## src/rtl/core/cda_pkg.sv

```systemverilog
`timescale 1ns / 1ps
// ----------------------------------------------------------------------------
// cda_pkg: calendar date arithmetic package
// Widths, operation codes, calendar tables and the command and status
// structs that join the controller to the datapath.
// ----------------------------------------------------------------------------
package cda_pkg;

   localparam int unsigned MAX_YEAR = 9999;

   localparam int YEAR_W   = 14;
   localparam int MONTH_W  = 4;
   localparam int DAY_W    = 5;
   localparam int NUM_W    = 23;   // day number from 0001-01-01
   localparam int OFFSET_W = NUM_W;
   localparam int CNT_W    = 6;    // repeats per stage, up to MAX_YEAR / 400
   localparam int CUM_W    = 9;
   localparam int MONTHS   = 12;

   // last day number that may be stored: MAX_YEAR-12-31
   localparam logic [NUM_W-1:0] DAY_TOP =
      NUM_W'(MAX_YEAR * 365 + MAX_YEAR / 4 - MAX_YEAR / 100 + MAX_YEAR / 400 - 1);

   localparam logic [YEAR_W-1:0]  YEAR_LAST  = YEAR_W'(MAX_YEAR);
   localparam logic [MONTH_W-1:0] MONTH_LAST = MONTH_W'(MONTHS);

   // operation codes
   localparam logic [1:0] OP_LOAD    = 2'd0;
   localparam logic [1:0] OP_ADD     = 2'd1;
   localparam logic [1:0] OP_COMPARE = 2'd2;

   // decomposition stages: 400-year cycle, century, 4-year group, single year
   localparam logic [1:0] STG_CYCLE   = 2'd0;
   localparam logic [1:0] STG_CENTURY = 2'd1;
   localparam logic [1:0] STG_QUAD    = 2'd2;
   localparam logic [1:0] STG_YEAR    = 2'd3;

   typedef enum logic [2:0] {
      S_IDLE,
      S_DECODE,
      S_YEARS,
      S_DATE,
      S_APPLY,
      S_MONTHS,
      S_DONE
   } state_type;

   typedef struct packed {
      logic                       capture;
      logic                       set_error;
      logic                       start_years;
      logic                       start_days;
      logic                       step;
      logic                       stage_end;
      logic [1:0]                 stage;
      logic                       latch_num;
      logic                       commit_given;
      logic                       month_step;
      logic                       commit_date;
   } dp_cmd_type;

   typedef struct packed {
      logic [1:0]                 op;
      logic                       date_ok;
      logic                       add_ok;
      logic                       unit_fits;
      logic                       day_ok;
      logic                       month_fits;
   } dp_status_type;

   typedef struct packed {
      logic [1:0]                 op;
      logic [YEAR_W-1:0]          date_year;
      logic [MONTH_W-1:0]         date_month;
      logic [DAY_W-1:0]           date_day;
      logic signed [OFFSET_W-1:0] day_offset;
   } req_payload_type;

   typedef struct packed {
      logic [YEAR_W-1:0]          out_year;
      logic [MONTH_W-1:0]         out_month;
      logic [DAY_W-1:0]           out_day;
      logic                       is_less;
      logic                       is_equal;
      logic signed [OFFSET_W-1:0] day_difference;
      logic                       error;
   } rsp_payload_type;

   // years per stage unit
   function automatic logic [NUM_W-1:0] year_unit(input logic [1:0] stage);
      logic [NUM_W-1:0] u;
      unique case (stage)
         STG_CYCLE:   u = NUM_W'(400);
         STG_CENTURY: u = NUM_W'(100);
         STG_QUAD:    u = NUM_W'(4);
         STG_YEAR:    u = NUM_W'(1);
         default:     u = NUM_W'(1);
      endcase
      return u;
   endfunction

   // days per stage unit
   function automatic logic [NUM_W-1:0] day_unit(input logic [1:0] stage);
      logic [NUM_W-1:0] u;
      unique case (stage)
         STG_CYCLE:   u = NUM_W'(146097);
         STG_CENTURY: u = NUM_W'(36524);
         STG_QUAD:    u = NUM_W'(1461);
         STG_YEAR:    u = NUM_W'(365);
         default:     u = NUM_W'(365);
      endcase
      return u;
   endfunction

   function automatic logic [DAY_W-1:0] month_days(input logic leap,
                                                   input logic [MONTH_W-1:0] m);
      logic [DAY_W-1:0] d;
      unique case (m)
         4'd1, 4'd3, 4'd5, 4'd7, 4'd8, 4'd10, 4'd12: d = DAY_W'(31);
         4'd4, 4'd6, 4'd9, 4'd11:                    d = DAY_W'(30);
         4'd2:    d = leap ? DAY_W'(29) : DAY_W'(28);
         default: d = DAY_W'(0);
      endcase
      return d;
   endfunction

   // days in the year before the first of month m
   function automatic logic [CUM_W-1:0] days_before(input logic leap,
                                                    input logic [MONTH_W-1:0] m);
      logic [CUM_W-1:0] c;
      unique case (m)
         4'd1:    c = CUM_W'(0);
         4'd2:    c = CUM_W'(31);
         4'd3:    c = CUM_W'(59);
         4'd4:    c = CUM_W'(90);
         4'd5:    c = CUM_W'(120);
         4'd6:    c = CUM_W'(151);
         4'd7:    c = CUM_W'(181);
         4'd8:    c = CUM_W'(212);
         4'd9:    c = CUM_W'(243);
         4'd10:   c = CUM_W'(273);
         4'd11:   c = CUM_W'(304);
         4'd12:   c = CUM_W'(334);
         default: c = CUM_W'(0);
      endcase
      if (leap && m > 4'd2) begin
         c = c + CUM_W'(1);
      end
      return c;
   endfunction

endpackage

```

## src/rtl/core/cda_if.sv

```systemverilog
`timescale 1ns / 1ps
// ----------------------------------------------------------------------------
// cda_if: request and response channels
// Valid/ready channels; a transfer happens on a clock edge with both high.
// ----------------------------------------------------------------------------
interface cda_req_if;
   import cda_pkg::*;

   logic                       valid;
   logic                       ready;
   logic [1:0]                 op;
   logic [YEAR_W-1:0]          date_year;
   logic [MONTH_W-1:0]         date_month;
   logic [DAY_W-1:0]           date_day;
   logic signed [OFFSET_W-1:0] day_offset;

   modport source (output valid, op, date_year, date_month, date_day, day_offset,
                   input ready);
   modport sink   (input valid, op, date_year, date_month, date_day, day_offset,
                   output ready);
endinterface

interface cda_rsp_if;
   import cda_pkg::*;

   logic                       valid;
   logic                       ready;
   logic [YEAR_W-1:0]          out_year;
   logic [MONTH_W-1:0]         out_month;
   logic [DAY_W-1:0]           out_day;
   logic                       is_less;
   logic                       is_equal;
   logic signed [OFFSET_W-1:0] day_difference;
   logic                       error;

   modport source (output valid, out_year, out_month, out_day, is_less, is_equal,
                          day_difference, error,
                   input ready);
   modport sink   (input valid, out_year, out_month, out_day, is_less, is_equal,
                         day_difference, error,
                   output ready);
endinterface

```

## src/rtl/core/calendar_date_arithmetic.sv

```systemverilog
`timescale 1ns / 1ps
// ----------------------------------------------------------------------------
// calendar_date_arithmetic: Gregorian date register with add and compare
// Top level: joins the sequencer and the datapath to the two channels.
// ----------------------------------------------------------------------------
// Usage
//   req_ch carries one operation per transfer: load a date, add a signed day
//   offset to the stored date, or compare the stored date with a given one.
//   rsp_ch returns exactly one response per request: the stored date after
//   the operation, less/equal flags, the signed difference in days and an
//   error flag. Invalid dates, results outside years 1 to MAX_YEAR and the
//   unused op code raise error and leave the stored date untouched.
//   One operation is in flight at a time; req_ch.ready is high only while the
//   block is idle. Unless it ends early on an error, an operation runs the
//   repeated-subtraction loop that splits years and day numbers into
//   400-year, 100-year, 4-year and 1-year units (at most 53 subtractions
//   and 4 stage changes); an add then steps through the months. A new
//   request is taken only after the response has been taken and the block
//   is idle again. A response is held on rsp_ch until the receiver takes it;
//   the block takes no new request meanwhile. Synchronous reset stores
//   0001-01-01 and returns the block to idle.
// ----------------------------------------------------------------------------
module calendar_date_arithmetic
   import cda_pkg::*;
(
   input logic       clock,
   input logic       reset,
   cda_req_if.sink   req_ch,
   cda_rsp_if.source rsp_ch
);

   req_payload_type req_data;
   rsp_payload_type rsp_data;
   dp_cmd_type      cmd;
   dp_status_type   status;
   logic            req_ready;
   logic            rsp_valid;

   // gather the request fields for the datapath
   assign req_data.op         = req_ch.op;
   assign req_data.date_year  = req_ch.date_year;
   assign req_data.date_month = req_ch.date_month;
   assign req_data.date_day   = req_ch.date_day;
   assign req_data.day_offset = req_ch.day_offset;

   cda_ctrl u_ctrl (
      .clock     (clock),
      .reset     (reset),
      .req_valid (req_ch.valid),
      .req_ready (req_ready),
      .rsp_valid (rsp_valid),
      .rsp_ready (rsp_ch.ready),
      .status    (status),
      .cmd       (cmd)
   );

   cda_datapath u_datapath (
      .clock    (clock),
      .reset    (reset),
      .req_data (req_data),
      .cmd      (cmd),
      .status   (status),
      .rsp_data (rsp_data)
   );

   // drive the channels; response fields come straight from registers
   assign req_ch.ready          = req_ready;
   assign rsp_ch.valid          = rsp_valid;
   assign rsp_ch.out_year       = rsp_data.out_year;
   assign rsp_ch.out_month      = rsp_data.out_month;
   assign rsp_ch.out_day        = rsp_data.out_day;
   assign rsp_ch.is_less        = rsp_data.is_less;
   assign rsp_ch.is_equal       = rsp_data.is_equal;
   assign rsp_ch.day_difference = rsp_data.day_difference;
   assign rsp_ch.error          = rsp_data.error;

endmodule

```

## src/rtl/core/cda_datapath.sv

```systemverilog
`timescale 1ns / 1ps
// ----------------------------------------------------------------------------
// cda_datapath: date registers and day-number arithmetic
// Holds the stored date with its day number, and converts between years and
// day numbers by repeated subtraction of calendar units.
// ----------------------------------------------------------------------------
module cda_datapath
   import cda_pkg::*;
(
   input  logic            clock,
   input  logic            reset,
   input  req_payload_type req_data,
   input  dp_cmd_type      cmd,
   output dp_status_type   status,
   output rsp_payload_type rsp_data
);

   // captured request
   logic [1:0]                 op_ff;
   logic [YEAR_W-1:0]          gy_ff;
   logic [MONTH_W-1:0]         gm_ff;
   logic [DAY_W-1:0]           gd_ff;
   logic signed [OFFSET_W-1:0] off_ff;
   logic                       date_ok_ff;

   // stored date
   logic [YEAR_W-1:0]          cur_year_ff;
   logic [MONTH_W-1:0]         cur_month_ff;
   logic [DAY_W-1:0]           cur_day_ff;
   logic [NUM_W-1:0]           cur_num_ff;

   // conversion engine
   logic [NUM_W-1:0]           res_ff;
   logic [NUM_W-1:0]           acc_ff;
   logic [CNT_W-1:0]           cnt_ff;
   logic [1:0]                 cen_ff;
   logic                       quad24_ff;
   logic [1:0]                 yr_ff;
   logic [NUM_W-1:0]           num_ff;
   logic [MONTH_W-1:0]         mon_ff;

   // result flags
   logic                       less_ff;
   logic                       equal_ff;
   logic signed [OFFSET_W-1:0] diff_ff;
   logic                       err_ff;

   logic                       day_mode;
   logic                       leap;
   logic [NUM_W-1:0]           sub_val;
   logic [NUM_W-1:0]           add_val;
   logic                       limited;
   logic [DAY_W-1:0]           dim_given;
   logic [DAY_W-1:0]           dim_cur;
   logic [NUM_W+1:0]           add_sum;
   logic [NUM_W:0]             diff_full;
   logic signed [OFFSET_W-1:0] diff_sat;
   logic [NUM_W-1:0]           num_in;
   logic                       year_ok;
   logic                       month_ok;

   assign day_mode = (op_ff == OP_ADD);
   // year is leap when it ends a 4-year group, unless it ends a century
   // that does not end a 400-year cycle
   assign leap     = (yr_ff == 2'd3) && (!quad24_ff || cen_ff == 2'd3);
   assign sub_val  = day_mode ? day_unit(cmd.stage)  : year_unit(cmd.stage);
   assign add_val  = day_mode ? year_unit(cmd.stage) : day_unit(cmd.stage);
   assign limited  = cmd.stage[0];
   assign dim_given = month_days(leap, gm_ff);
   assign dim_cur   = month_days(leap, mon_ff);

   assign add_sum   = {2'b00, cur_num_ff} + {{2{off_ff[OFFSET_W-1]}}, off_ff};
   assign diff_full = {1'b0, cur_num_ff} - {1'b0, num_ff};
   assign num_in    = acc_ff + NUM_W'(days_before(leap, gm_ff)) + NUM_W'(gd_ff)
                      - NUM_W'(1);

   // clamp to the width of the difference field
   always_comb begin
      priority if (!diff_full[NUM_W] && diff_full[NUM_W-1]) begin
         diff_sat = {1'b0, {(OFFSET_W-1){1'b1}}};
      end else if (diff_full[NUM_W] && !diff_full[NUM_W-1]) begin
         diff_sat = {1'b1, {(OFFSET_W-1){1'b0}}};
      end else begin
         diff_sat = diff_full[OFFSET_W-1:0];
      end
   end

   assign year_ok  = (req_data.date_year != '0) && (req_data.date_year <= YEAR_LAST);
   assign month_ok = (req_data.date_month != '0) && (req_data.date_month <= MONTH_LAST);

   assign status.op         = op_ff;
   assign status.date_ok    = date_ok_ff;
   assign status.add_ok     = !add_sum[NUM_W+1] && (add_sum[NUM_W:0] <= {1'b0, DAY_TOP});
   assign status.unit_fits  = (res_ff >= sub_val) && !(limited && cnt_ff == CNT_W'(3));
   assign status.day_ok     = (gd_ff != '0) && (gd_ff <= dim_given);
   assign status.month_fits = (mon_ff < MONTH_LAST) && (res_ff >= NUM_W'(dim_cur));

   // request capture
   always_ff @(posedge clock) begin
      if (cmd.capture) begin
         op_ff      <= req_data.op;
         gy_ff      <= req_data.date_year;
         gm_ff      <= req_data.date_month;
         gd_ff      <= req_data.date_day;
         off_ff     <= req_data.day_offset;
         date_ok_ff <= year_ok && month_ok;
      end
   end

   // stored date, cleared to 0001-01-01
   always_ff @(posedge clock) begin
      if (reset) begin
         cur_year_ff  <= YEAR_W'(1);
         cur_month_ff <= MONTH_W'(1);
         cur_day_ff   <= DAY_W'(1);
         cur_num_ff   <= '0;
      end else if (cmd.commit_given && op_ff == OP_LOAD) begin
         cur_year_ff  <= gy_ff;
         cur_month_ff <= gm_ff;
         cur_day_ff   <= gd_ff;
         cur_num_ff   <= num_ff;
      end else if (cmd.commit_date) begin
         cur_year_ff  <= acc_ff[YEAR_W-1:0] + YEAR_W'(1);
         cur_month_ff <= mon_ff;
         cur_day_ff   <= res_ff[DAY_W-1:0] + DAY_W'(1);
         cur_num_ff   <= num_ff;
      end
   end

   // conversion engine
   always_ff @(posedge clock) begin
      if (cmd.start_years) begin
         res_ff <= NUM_W'(gy_ff - YEAR_W'(1));
         acc_ff <= '0;
         cnt_ff <= '0;
      end else if (cmd.start_days) begin
         res_ff <= add_sum[NUM_W-1:0];
         num_ff <= add_sum[NUM_W-1:0];
         acc_ff <= '0;
         cnt_ff <= '0;
         mon_ff <= MONTH_W'(1);
      end else if (cmd.step) begin
         res_ff <= res_ff - sub_val;
         acc_ff <= acc_ff + add_val;
         cnt_ff <= cnt_ff + CNT_W'(1);
      end else if (cmd.stage_end) begin
         cnt_ff <= '0;
         unique case (cmd.stage)
            STG_CENTURY: cen_ff    <= cnt_ff[1:0];
            STG_QUAD:    quad24_ff <= (cnt_ff == CNT_W'(24));
            STG_YEAR:    yr_ff     <= cnt_ff[1:0];
            default: ;
         endcase
      end else if (cmd.latch_num) begin
         num_ff <= num_in;
      end else if (cmd.month_step) begin
         res_ff <= res_ff - NUM_W'(dim_cur);
         mon_ff <= mon_ff + MONTH_W'(1);
      end
   end

   // result flags
   always_ff @(posedge clock) begin
      if (cmd.capture) begin
         less_ff  <= 1'b0;
         equal_ff <= 1'b0;
         diff_ff  <= '0;
         err_ff   <= 1'b0;
      end else if (cmd.set_error) begin
         err_ff   <= 1'b1;
      end else if (cmd.commit_given && op_ff == OP_COMPARE) begin
         less_ff  <= diff_full[NUM_W];
         equal_ff <= (diff_full == '0);
         diff_ff  <= diff_sat;
      end
   end

   assign rsp_data.out_year       = cur_year_ff;
   assign rsp_data.out_month      = cur_month_ff;
   assign rsp_data.out_day        = cur_day_ff;
   assign rsp_data.is_less        = less_ff;
   assign rsp_data.is_equal       = equal_ff;
   assign rsp_data.day_difference = diff_ff;
   assign rsp_data.error          = err_ff;

endmodule

```

## src/rtl/core/cda_ctrl.sv

```systemverilog
`timescale 1ns / 1ps
// ----------------------------------------------------------------------------
// cda_ctrl: operation sequencer
// Walks one operation through decode, year decomposition, date check and
// commit or month stepping, and response hand-off, issuing datapath commands.
// ----------------------------------------------------------------------------
module cda_ctrl
   import cda_pkg::*;
(
   input  logic          clock,
   input  logic          reset,
   input  logic          req_valid,
   output logic          req_ready,
   output logic          rsp_valid,
   input  logic          rsp_ready,
   input  dp_status_type status,
   output dp_cmd_type    cmd
);

   state_type  state_ff, state_in;
   logic [1:0] stage_ff, stage_in;

   always_ff @(posedge clock) begin
      if (reset) begin
         state_ff <= S_IDLE;
         stage_ff <= STG_CYCLE;
      end else begin
         state_ff <= state_in;
         stage_ff <= stage_in;
      end
   end

   assign req_ready = (state_ff == S_IDLE);
   assign rsp_valid = (state_ff == S_DONE);

   always_comb begin
      state_in  = state_ff;
      stage_in  = stage_ff;
      cmd       = '0;
      cmd.stage = stage_ff;
      unique case (state_ff)
         S_IDLE: begin
            if (req_valid) begin
               cmd.capture = 1'b1;
               state_in    = S_DECODE;
            end
         end
         S_DECODE: begin
            unique case (status.op)
               OP_LOAD, OP_COMPARE: begin
                  if (status.date_ok) begin
                     cmd.start_years = 1'b1;
                     state_in        = S_YEARS;
                  end else begin
                     cmd.set_error = 1'b1;
                     state_in      = S_DONE;
                  end
               end
               OP_ADD: begin
                  if (status.add_ok) begin
                     cmd.start_days = 1'b1;
                     state_in       = S_YEARS;
                  end else begin
                     cmd.set_error = 1'b1;
                     state_in      = S_DONE;
                  end
               end
               default: begin
                  cmd.set_error = 1'b1;
                  state_in      = S_DONE;
               end
            endcase
         end
         S_YEARS: begin
            if (status.unit_fits) begin
               cmd.step = 1'b1;
            end else begin
               cmd.stage_end = 1'b1;
               if (stage_ff == STG_YEAR) begin
                  stage_in = STG_CYCLE;
                  state_in = (status.op == OP_ADD) ? S_MONTHS : S_DATE;
               end else begin
                  stage_in = stage_ff + 2'd1;
               end
            end
         end
         S_DATE: begin
            if (status.day_ok) begin
               cmd.latch_num = 1'b1;
               state_in      = S_APPLY;
            end else begin
               cmd.set_error = 1'b1;
               state_in      = S_DONE;
            end
         end
         S_APPLY: begin
            cmd.commit_given = 1'b1;
            state_in         = S_DONE;
         end
         S_MONTHS: begin
            if (status.month_fits) begin
               cmd.month_step = 1'b1;
            end else begin
               cmd.commit_date = 1'b1;
               state_in        = S_DONE;
            end
         end
         S_DONE: begin
            if (rsp_ready) begin
               state_in = S_IDLE;
            end
         end
         default: begin
            state_in = S_IDLE;
         end
      endcase
   end

   a_accept_decode: assert property (@(posedge clock) disable iff (reset)
      (req_valid && req_ready) |=> (state_ff == S_DECODE))
      else $error("accepted request did not enter decode");

   a_one_item: assert property (@(posedge clock) disable iff (reset)
      rsp_valid |-> !req_ready)
      else $error("request taken while a response is pending");

   a_stage_clear: assert property (@(posedge clock) disable iff (reset)
      (state_ff == S_DECODE) |-> (stage_ff == STG_CYCLE))
      else $error("stage counter not cleared at start of operation");

   a_release: assert property (@(posedge clock) disable iff (reset)
      (rsp_valid && rsp_ready) |=> req_ready)
      else $error("block not idle after response transfer");

endmodule

```

## src/flat_wrapper.sv

```systemverilog
// flat-port wrapper written by rule: the top's interface ports become plain ports
module calendar_date_arithmetic_flat import cda_pkg::*;
  (clock, reset, req_ch_valid, req_ch_op, req_ch_date_year, req_ch_date_month, req_ch_date_day, req_ch_day_offset, req_ch_ready, rsp_ch_valid, rsp_ch_out_year, rsp_ch_out_month, rsp_ch_out_day, rsp_ch_is_less, rsp_ch_is_equal, rsp_ch_day_difference, rsp_ch_error, rsp_ch_ready);
  cda_req_if req_ch_i ();
  cda_rsp_if rsp_ch_i ();
  input logic clock;
  input logic reset;
  input wire logic [$bits(req_ch_i.valid)-1:0] req_ch_valid;
  input wire logic [$bits(req_ch_i.op)-1:0] req_ch_op;
  input wire logic [$bits(req_ch_i.date_year)-1:0] req_ch_date_year;
  input wire logic [$bits(req_ch_i.date_month)-1:0] req_ch_date_month;
  input wire logic [$bits(req_ch_i.date_day)-1:0] req_ch_date_day;
  input wire logic [$bits(req_ch_i.day_offset)-1:0] req_ch_day_offset;
  output wire logic [$bits(req_ch_i.ready)-1:0] req_ch_ready;
  output wire logic [$bits(rsp_ch_i.valid)-1:0] rsp_ch_valid;
  output wire logic [$bits(rsp_ch_i.out_year)-1:0] rsp_ch_out_year;
  output wire logic [$bits(rsp_ch_i.out_month)-1:0] rsp_ch_out_month;
  output wire logic [$bits(rsp_ch_i.out_day)-1:0] rsp_ch_out_day;
  output wire logic [$bits(rsp_ch_i.is_less)-1:0] rsp_ch_is_less;
  output wire logic [$bits(rsp_ch_i.is_equal)-1:0] rsp_ch_is_equal;
  output wire logic [$bits(rsp_ch_i.day_difference)-1:0] rsp_ch_day_difference;
  output wire logic [$bits(rsp_ch_i.error)-1:0] rsp_ch_error;
  input wire logic [$bits(rsp_ch_i.ready)-1:0] rsp_ch_ready;
  assign req_ch_i.valid = req_ch_valid;
  assign req_ch_i.op = req_ch_op;
  assign req_ch_i.date_year = req_ch_date_year;
  assign req_ch_i.date_month = req_ch_date_month;
  assign req_ch_i.date_day = req_ch_date_day;
  assign req_ch_i.day_offset = req_ch_day_offset;
  assign req_ch_ready = req_ch_i.ready;
  assign rsp_ch_valid = rsp_ch_i.valid;
  assign rsp_ch_out_year = rsp_ch_i.out_year;
  assign rsp_ch_out_month = rsp_ch_i.out_month;
  assign rsp_ch_out_day = rsp_ch_i.out_day;
  assign rsp_ch_is_less = rsp_ch_i.is_less;
  assign rsp_ch_is_equal = rsp_ch_i.is_equal;
  assign rsp_ch_day_difference = rsp_ch_i.day_difference;
  assign rsp_ch_error = rsp_ch_i.error;
  assign rsp_ch_i.ready = rsp_ch_ready;
  calendar_date_arithmetic u_core (.clock(clock), .reset(reset), .req_ch(req_ch_i), .rsp_ch(rsp_ch_i));
endmodule
```

## config.mk

```make
export PLATFORM = sky130hd
export DESIGN_NAME = calendar_date_arithmetic_flat
export DESIGN_NICKNAME = d
export VERILOG_FILES = /design/src/rtl/core/cda_pkg.sv /design/src/rtl/core/cda_if.sv /design/src/rtl/core/calendar_date_arithmetic.sv /design/src/rtl/core/cda_datapath.sv /design/src/rtl/core/cda_ctrl.sv /design/src/flat_wrapper.sv
export SDC_FILE = /design/constraint.sdc
export NUM_CORES = 1
export LEC_CHECK = 0
export ABC_AREA = 0
export BUFFER_PORTS_ARGS = -buffer_cell sky130_fd_sc_hd__buf_2
export CORE_AREA = 2 2 258 260
export CTS_CLUSTER_DIAMETER = 200
export DETAILED_ROUTE_END_ITERATION = 6
export DIE_AREA = 0 0 260 262
export GPL_TIMING_DRIVEN = 0
export PLACE_DENSITY = 0.45
export SLEW_MARGIN = 20
export SYNTH_ARGS = -nofsm -noshare
export SYNTH_HDL_FRONTEND = slang
export SYNTH_SLANG_ARGS = --single-unit
```

## constraint.sdc

```tcl
create_clock -name clock -period 4.61 [get_ports clock]
set_input_delay 0.2305 -clock clock [delete_from_list [all_inputs] [get_ports clock]]
set_output_delay 0.2305 -clock clock [all_outputs]
set_load 0.005 [all_outputs]
```

### Yosys cells after proc, flatten, opt, wreduce, memory -nomap -nowiden

Memory sizes are Yosys's and may differ from the RTL's. A register that Yosys moved wholly into a read port is not among the register bits.
Index checks and enable logic that the tools add are counted.

* word-level logic and storage cells: 217
* bits in read-only memories: 144
* output and inout bits: 51
* input bits: 52
* memories kept: 1
* register bits after elaboration: 210

* reductions and logical operators: 47
* add/subtract/negate cells: 15
* bitwise gates (word level): 5
* $lt $le $gt $ge: 8
* equality and inequality tests: 49
* mux-type cells: 68

Memory list
* (no name shown): words 16, bits a word 9, rd ports 1, clocked after memory_dff 1, write ports 0, line cda_pkg.sv:131 `unique case (m)`

Operator list (number)
* $mux 23: 16
* $pmux 23 s4: 2
* $eq 4x4->1 const B: 10
* $eq 4x3->1 const B: 8
* $pmux 5 s3: 2
* $mux 14: 2
* $mux 4: 7
* $add 24x23->25: 1
* $reduce_and 5->1: 5
* $le 24x22->1 const B: 1
* $logic_not 24->1: 1
* $mux 3: 8
* $sub 23x23->24: 1
* $add 23x23->23: 1
* $add 23x5->23: 1
* $add 23x9->23: 1
* $ge 23x23->1: 1
* $ge 23x5->1: 1
* $sub 23x1->23 const B: 1
* $sub 23x23->23: 1
* $sub 23x5->23: 1
* $pmux 3 s7: 1
* $mux 1: 17
* $eq 4x2->1 const B: 4
* other kinds (45): 98

### Logic depth before layout (Yosys ltp)

Gate-level depths: netlist of run 1.

* depth in word-level cells: 15
* depth in mapped cells: 22
* mapped depth without buffers: 22

### By module

A second synthesis of run 1 with hierarchy kept.

* cell total of the unflattened synthesis: 1873
* area total of the unflattened synthesis: 16180.5 um^2

By module, submodules not included
* cda_datapath: seq. area each 5325.1 um^2, times used 1, area each 15736.3 um^2, cells an instance 1814
* cda_ctrl: seq. area each 100.1 um^2, times used 1, area each 444.2 um^2, cells an instance 59

### Worst setup path after synthesis of run 1

No wires, ideal clock.

* kind: register -> register
* start point: register u_core.u_ctrl.stage_ff[0]
* end point: register u_core.u_datapath.res_ff[0], enable pin
* setup slack: -0.122 ns
* data required time: 4.130 ns
* period minus slack after synthesis: 4.732 ns
* setup time: 0.480 ns
* stages on the path, launching flop included: 16
* arrival: 4.253 ns
* path buffers: 5
* path through: dfxtp_1 clkbuf_1 inv_1 ha_1 clkbuf_1 or3_1 ha_1 a2111oi_2 o41ai_1 a2111oi_2 a211o_1 or2_1 buf_2 clkbuf_1 clkbuf_1 nand3_1

* word-level cells in the longest chain between the ends: 9
* elaborated cells between the ends (all ways): 18
* those cells by class: order compare (1); eq/ne (5); mux (6); reduce/logical (6)

Ends and longest elaborated chain
* from (decl): line cda_ctrl.sv:21 `logic [1:0] stage_ff, stage_in;`
* from (signal assigned): line cda_ctrl.sv:29 `stage_ff <= stage_in;`
* $eq 2x2->1, or another cell as far along: line cda_pkg.sv:92, cda_pkg.sv:105
* $pmux 23 s4 (on tied branches): line cda_pkg.sv:92, cda_pkg.sv:105
* $mux 23: line cda_datapath.sv:66 `assign sub_val = day_mode ? day_unit(cmd.stage) : year_unit(cmd.stage);`
* $ge 23x23->1: line cda_datapath.sv:94 `assign status.unit_fits = (res_ff >= sub_val) && !(limited && cnt_ff == CNT_W'(3));`
* $logic_and 1x1->1 (*): line cda_datapath.sv:94
* $mux 1: line cda_ctrl.sv:75 `if (status.unit_fits) begin`
* $mux 2 (*): line cda_ctrl.sv:41 `unique case (state_ff)`
* $ne 4x1->1 (no source line) / $reduce_bool 4->1 (equally long branches)
* $reduce_and 3->1 (no source line) (*)
* to (signal assigned): line cda_datapath.sv:137 `res_ff <= add_sum[NUM_W-1:0];`
* to (signal assigned): line cda_datapath.sv:143 `res_ff <= res_ff - sub_val;`
* to (signal assigned): line cda_datapath.sv:157 `res_ff <= res_ff - NUM_W'(dim_cur);`
* to (decl): line cda_datapath.sv:33 `logic [NUM_W-1:0] res_ff;`

Every way passes the cells marked *; elsewhere a longest branch is shown, timed or not. The select of a mux whose other input is x is not followed.
A chain may end at the register's enable or synchronous reset.

### Worst setup path in the final report of run 1

* start point: register u_core.u_datapath.off_ff[0]
* end point: register u_core.u_datapath.res_ff[2], data pin

* word-level cells in the longest chain between the ends: 8
* elaborated cells between the ends (all ways): 9
* those cells by class: add/sub (1); order compare (1); mux (5); reduce/logical (2)

Ends and longest elaborated chain
* from (decl): line cda_datapath.sv:23 `logic signed [OFFSET_W-1:0] off_ff;`
* from (signal assigned): line cda_datapath.sv:105 `off_ff <= req_data.day_offset;`
* $add 24x23->25 (*): line cda_datapath.sv:72 `assign add_sum = {2'b00, cur_num_ff} + {{2{off_ff[OFFSET_W-1]}}, off_ff};`
* $le 24x22->1 / $logic_not 1->1 (equally long branches): line cda_datapath.sv:93 `assign status.add_ok = !add_sum[NUM_W+1] && (add_sum[NUM_W:0] <= {1'b0, DAY_TOP});`
* $logic_and 1x1->1: line cda_datapath.sv:93
* $mux 1: line cda_ctrl.sv:60 `if (status.add_ok) begin`
* $mux 1: line cda_ctrl.sv:49 `unique case (status.op)`
* $mux 2: line cda_ctrl.sv:41
* $mux 23 (*): line cda_datapath.sv:136 `end else if (cmd.start_days) begin`
* $mux 23 (*): line cda_datapath.sv:132 `if (cmd.start_years) begin`
* to (signal assigned): line cda_datapath.sv:133 `res_ff <= NUM_W'(gy_ff - YEAR_W'(1));`
* to (signal assigned): line cda_datapath.sv:137
* to (signal assigned): line cda_datapath.sv:143

Every way passes the cells marked *; elsewhere a longest branch is shown, timed or not.

==> impl_metrics.yaml, run 1 <==
die:
  die_w_um: 260
  core_area_um2: 65300
  initial_utilization_pct: 24.7
  rows: 94
  boundaryPins: 103
  floorplan_die_area_um2: 68100
  die_y_um: 262
setup_path:
  worstSetupStartpointType: "flop"
  worstPathCellList: "ha_1, fa_1, a21oi_1, o21ai_1, a21oi_4, nor2b_1, or4b_1, a32o_1, o311a_1, nand4_1, o211ai_1, buf_4, or4_1, nor3b_1"
  critical_path_required_ps: 4940
  critPathCaptureType: "flop"
  cp.arrival_ps: 4770
  cp_max_delay_cell: "or4_1"
  timing_worst_setup_path_type: "flop to flop"
  cp_top_family: "compound AO/OA/AOI/OAI gates"
  timing.critical_path.buf_inv: 1
  timing.critical_path.slowest_cell_delay_ps: 560
  critPathMaxFanout: 7
timing:
  timing.final.crit_period_ps: 4430
  worst_clock_skew_ps: 19.1
  fmax_ghz: 0.225
  finalSetupViolations: 0
  finalMaxSlewViolations: 0
  fin_crit_sh_pct: 96.2
  maxSlewHeadroom_pct: 25.8
  final_critical_path_setup_slack_ps: 175
  final-hold-violation-count: 0
  tns_ps: 0
  max_slew.worst_pin.slew_ps: 1110
cells_and_area:
  layout.nets: 2307
  final_design_utilization_pct: 30.3
  layout-area-overhead-vs-synth_pct: 22.8
  most-common-layout-cells: "nand2_1 (200), a21oi_1 (165), ha_1 (163)"
  post_route_cells_drive_above_1_share_pct: 13.2
  mostFrequentLayoutCell: "nand2_1"
  layoutNonFillerInstCount: 2969
drt:
  dr_total_vias: 14500
  via_per_inst: 4.90
  antenna_violating_nets_post_route: 0
  top_layer: "met5"
  pre_antenna_drt_iters: 5
  average_detailed_routed_wire_length_per_instance_um: 19.0
  drc: 0
  detailedRoute.firstIterationViolations: 999
  wl_met1_um: 27000
  met3_wire_length_um: 2280
  drt_wl_total_um: 56400
  route.met2.wl_um: 25500
logic_synthesis:
  synth.avg_cell_area_um2: 8.59
  mappedNetlistNets: 2103
  seq_area_frac_synth_pct: 33.6
  post_synth_instance_area_um2: 16100
  synth_seq_cells: 219
  syn_inst: 1878
  synth_edf_count: 104
  postSynth.topFlopCell: "dfxtp_1"
  ys_warn_count: 0
  netlist-cell-type-count: 85
  asyncSetResetFlopFracSynth_pct: 0
outcome:
  run_status: "completed"
clock_network:
  tritoncts.num_buffers: 29
  cts_buffer_depth: 3
  tritoncts_num_sinks: 219
  clk_pin_slew_worst_paths_ps: 60
  ctsRootBufferMaster: "clkbuf_16"
  cts_htree_levels: 1
  tritoncts: "built"
  clock_insertion_delay_worst_skew_ps: 580
global_routing:
  grt_first_pass_wirelength_um: 85100
  track_usage_pct: 16.1
  via_count_of_the_first_global_routing_pass: 14300
  grt_start_max_net_pins: 34
  globalRoute.totalOverflow: 0
  antenna_found_initial: 2
power:
  max-vdd-ir-drop_mv: 0.386
  pwr_density_cell_nw_per_um2: 728
  power_mw: 14.4
  leakagePower_nw: 8.13
flow_run:
  cap_violations: 0
placed_design:
  numPlacedInstances: 2845
  gp_congestion: 0.861
  pre_cts_slack_ps: -1880
  place_hpwl_um: 44200
  buffer_ports.inserted: 101
worst_hold_path:
  hold_class: "input port to flop"
kinds of logic (layout without fill, tap and decap cells):
kind of cell               Yosys count  in the layout  synth area share (%)
and+or+nand+nor                    610            611                  17.7
AOI/OAI and AO/OA                  501            501                  20.2
DFF                                219            219                  33.6
buffers and inverters              201            426                  4.85
adders and majority gates          186            186                  14.6
xor gates and xnor gates           142            142                  7.71
muxes                               19             19                  1.29
other                                0              1                     0
path summary, 6_finish.rpt:
check,depth (start not counted),startpoint,end,slack (ps)
worst max-delay path,14,u_core.u_datapath.off_ff[0],u_core.u_datapath.res_ff[2],180
worst min-delay path,2,reset,u_core.u_datapath.cur_month_ff[0],260
worst max register to register,14,u_core.u_datapath.off_ff[0],u_core.u_datapath.res_ff[2],180
worst min register to register,2,u_core.u_datapath.equal_ff,u_core.u_datapath.equal_ff,450
registers in the layout, indices dropped and copies added (netlist names), 5 cells and up, named ones only:
| name | cells |
|---|---|
| u_core.u_datapath.diff_ff | 23 |
| u_core.u_datapath.acc_ff | 23 |
| u_core.u_datapath.cur_num_ff | 23 |
| u_core.u_datapath.num_ff | 23 |
| u_core.u_datapath.cur_day_ff | 5 |
| u_core.u_datapath.cur_year_ff | 14 |
| u_core.u_datapath.res_ff | 23 |
| u_core.u_datapath.gd_ff | 5 |
| u_core.u_datapath.cnt_ff | 6 |
| u_core.u_datapath.off_ff | 23 |
| u_core.u_datapath.gy_ff | 14 |
synth_stat cells, drive strengths merged, types with 17 or more instances:
library cell / n / area [um^2]
xnor2: 81 / 709
o21ai: 82 / 410
inv: 123 / 462
o21a: 17 / 128
dfxtp: 115 / 2300
a211oi: 18 / 145
edfxtp: 104 / 3120
xor2: 61 / 534
buf: 17 / 91.3
a21o: 36 / 270
nand4: 21 / 131
ha: 165 / 2060
nand2b: 25 / 156
nor2: 163 / 614
nor3: 37 / 185
a31oi: 23 / 144
a21oi: 170 / 858
clkbuf: 61 / 229
nand2: 202 / 766
o211ai: 39 / 298
nand3: 54 / 270
per-layer routing:
layer,up-vias,GRT usage [%]
li1,7182,-
met4,2,4.41
met2,370,26.6
met3,83,1.90
met1,6907,22.2
met5,-,0
metrics by stage:
step	area, um^2	hold WS [ps]
detailed placement	17800	409
global placement	17700	410
floorplan	16100	329
global route	19800	240
finish	19800	264
CTS	19600	235
power by group:
group / internal [mW] / switching [mW]
combinational: 3.49 / 4.80
clock: 1.57 / 0.962
sequential: 2.94 / 0.646
layout make-up:
type | instances | area (um^2)
Clock inverter | 20 | 284
Sequential cell | 219 | 5430
Multi-Input combinational cell | 1459 | 10200
Buffer | 74 | 374
Tap cell | 864 | 1080
Antenna cell | 1 | 2.50
Clock buffer | 33 | 761
Inverter | 123 | 462
Timing Repair Buffer | 176 | 1220
Fill cell | 6933 | 45500
what timing repair did:
action | 4_1_cts | 5_1_grt
pin swaps | 12 | 12
endpoints found under the hold margin | 48 | 0
gates cloned | 1 | 0
hold buffers | 48 | 0
setup buffers | 12 | 13
gates resized for setup | 53 | 40
endpoints found under the setup margin | 136 | 151
worst register-to-register path: stages, from the launching register on:
cell	delay [ps]
edfxtp_1	370
ha_1	240
fa_1	410
a21oi_1	210
o21ai_1	130
a21oi_4	280
nor2b_1	120
or4b_1	480
a32o_1	310
o311a_1	360
nand4_1	140
o211ai_1	190
buf_4	200
or4_1	560
nor3b_1	190
No activity file was read; power rests on OpenSTA's default activity.
==> run 2: changes to the inputs <==
RECOVER_POWER = 100   (was unset)
==> run 2 against run 1 <==
Effect of this change: design area is 0.48% lower; non-clock buffer count did not move; die area unchanged; wire length is 0.15% higher; utilization decreased by 0.15 points; combinational power hardly changed; global-route usage stayed put; clock power about the same; final cell count is the same; setup slack got worse by 8.0 ps; hold slack improved by 13 ps.
==> impl_metrics.yaml, run 2 (synthesis results as in run 1) <==
clock_network:
  clock_insertion_delay_worst_skew_ps: 590
  tritoncts: "built"
  ctsRootBufferMaster: "clkbuf_16"
  clk_pin_slew_worst_paths_ps: 60
  tritoncts.num_buffers: 29
  cts_htree_levels: 1
  cts_buffer_depth: 3
  tritoncts_num_sinks: 219
cells_and_area:
  finalInstanceArea_um2: 19700
  layout-area-overhead-vs-synth_pct: 22.2
  most-common-layout-cells: "nand2_1 (200), a21oi_1 (165), ha_1 (163)"
  post_route_cells_drive_above_1_share_pct: 10.4
  layoutNonFillerInstCount: 2969
  mostFrequentLayoutCell: "nand2_1"
  layout.nets: 2307
setup_path:
  regToRegEndpoint: "u_core.u_datapath.cur_num_ff[2]"
  ff2ff_path_depth: 18
  cp.arrival_ps: 4940
  critical_path_required_ps: 5100
  critPathCaptureType: "flop"
  rrSetupSlack_ps: 170
  worstSetupStartpointType: "flop"
  critPathMaxFanout: 10
  timing_worst_setup_path_type: "flop to flop"
  r2r_start: "u_core.u_datapath.mon_ff[0]"
drt:
  pre_antenna_drt_iters: 7
  dr_total_vias: 14500
  drt_wl_total_um: 56500
  average_detailed_routed_wire_length_per_instance_um: 19.0
  detailedRoute.firstIterationViolations: 943
  antenna_violating_nets_post_route: 0
  drc: 0
  via_per_inst: 4.90
power:
  leakagePower_nw: 7.91
  power_mw: 14.4
  pwr_density_cell_nw_per_um2: 730
  max-vdd-ir-drop_mv: 0.388
timing:
  tns_ps: 0
  max_slew.worst_pin.slew_ps: 1360
  final-hold-violation-count: 0
  fmax_ghz: 0.225
  finalMaxSlewViolations: 0
  finalSetupViolations: 0
  timing.final.crit_period_ps: 4440
  maxSlewHeadroom_pct: 9.46
  worst_clock_skew_ps: 20.0
  fin_crit_sh_pct: 96.4
die:
  core_area_um2: 65300
  rows: 94
  floorplan_die_area_um2: 68100
  die_w_um: 260
  initial_utilization_pct: 24.7
  boundaryPins: 103
  die_y_um: 262
worst_hold_path:
  hold_end: "u_core.u_datapath.cur_month_ff[0]"
  hold_path_startpoint: "reset"
  instance_count_along_the_most_critical_hold_path: 2
  hold_class: "input port to flop"
global_routing:
  globalRoute.totalOverflow: 0
  via_count_of_the_first_global_routing_pass: 14300
  grt_first_pass_wirelength_um: 85100
  track_usage_pct: 16.1
  grt_start_max_net_pins: 34
  antenna_found_initial: 2
placed_design:
  gp_congestion: 0.861
  buffer_ports.inserted: 101
  numPlacedInstances: 2845
  place_area_um2: 17800
  place_hpwl_um: 44200
flow_run:
  cap_violations: 0
outcome:
  run_status: "completed"
-- run 2: cell count changes in the layout (fill, tap and decap cells not counted) --
cell / delta
clkbuf_2: +4
buf_4: -2
clkbuf_8: -1
and2_1: -4
buf_1: +2
clkbuf_4: +2
a31o_2: -1
clkbuf_1: +55
buf_2: -59
inv_1: +1
inv_2: -1
and2_0: +4
a31o_1: +1
buf_12: -1
-- run 2: power by group --
| part | total (mW) | leakage (nW) | switching [mW] | internal [mW] |
|---|---|---|---|---|
| logic | 8.26 | 5.49 | 4.81 | 3.45 |
| registers | 3.60 | 1.90 | 0.652 | 2.95 |
| clock network | 2.53 | 0.520 | 0.960 | 1.57 |
-- run 2: worst max-delay path by stage --
stage	cells after the start	start	slack, ps	end
detailed placement	15	u_core.u_datapath.op_ff[1]	-1880	u_core.u_datapath.res_ff[18]
global placement	15	u_core.u_datapath.op_ff[1]	-1920	u_core.u_datapath.res_ff[22]
finish	18	u_core.u_datapath.mon_ff[0]	170	u_core.u_datapath.cur_num_ff[2]
CTS	15	u_core.u_datapath.op_ff[1]	-10	u_core.u_datapath.res_ff[4]
global route	18	u_core.u_datapath.mon_ff[0]	-40	u_core.u_datapath.cur_num_ff[20]
floorplan	15	u_core.u_datapath.off_ff[0]	130	u_core.u_datapath.num_ff[0]
-- run 2: final cells by class --
type | count | area [um^2]
antenna | 1 | 2.50
buffer | 74 | 364
clock buffer | 33 | 761
clock inverter | 20 | 284
fill | 6978 | 45600
inverter | 123 | 462
multi-input combinational | 1459 | 10200
sequential | 219 | 5430
tap | 864 | 1080
timing repair buffer | 176 | 1140
-- run 2: stage by stage --
step                setup slack [ps]  hold WS (ps)  util (%)
floorplan                        126           329         -
global placement               -1920           410      27.1
finish                           167           277      30.2
global route                   -42.7           240      30.2
detailed placement             -1880           409      27.3
CTS                            -12.0           235      30.0
-- run 2: repair_timing --
item	4_1_cts	5_1_grt
pin swaps	12	12
hold endpoints to repair	48	0
resized for setup	53	40
endpoints found under the setup margin	136	151
buffers inserted	12	13
hold buffers	48	0
gates cloned	1	0
-- run 2: metal layers --
metal,GRT usage (%),part of all wire (%),up-vias
met5,0,0.021,-
met3,1.90,4.2,89
li1,-,-,7184
met2,26.6,45,353
met1,22.2,48,6914
met4,4.41,3.1,2
-- run 2: critical path: stages, from the launching register on --
cell and delay (ps):
edfxtp_1 420, inv_1 110, ha_1 260, o22a_1 190, o32ai_2 280, inv_1 130
nor2_2 190, ha_1 310, o21ai_0 140, a21boi_1 130, o21ai_2 250, nand4_1 200
or2_2 380, o31a_1 380, o31ai_4 220, buf_4 200, clkbuf_4 300, nand2_1 90
a21oi_1 150
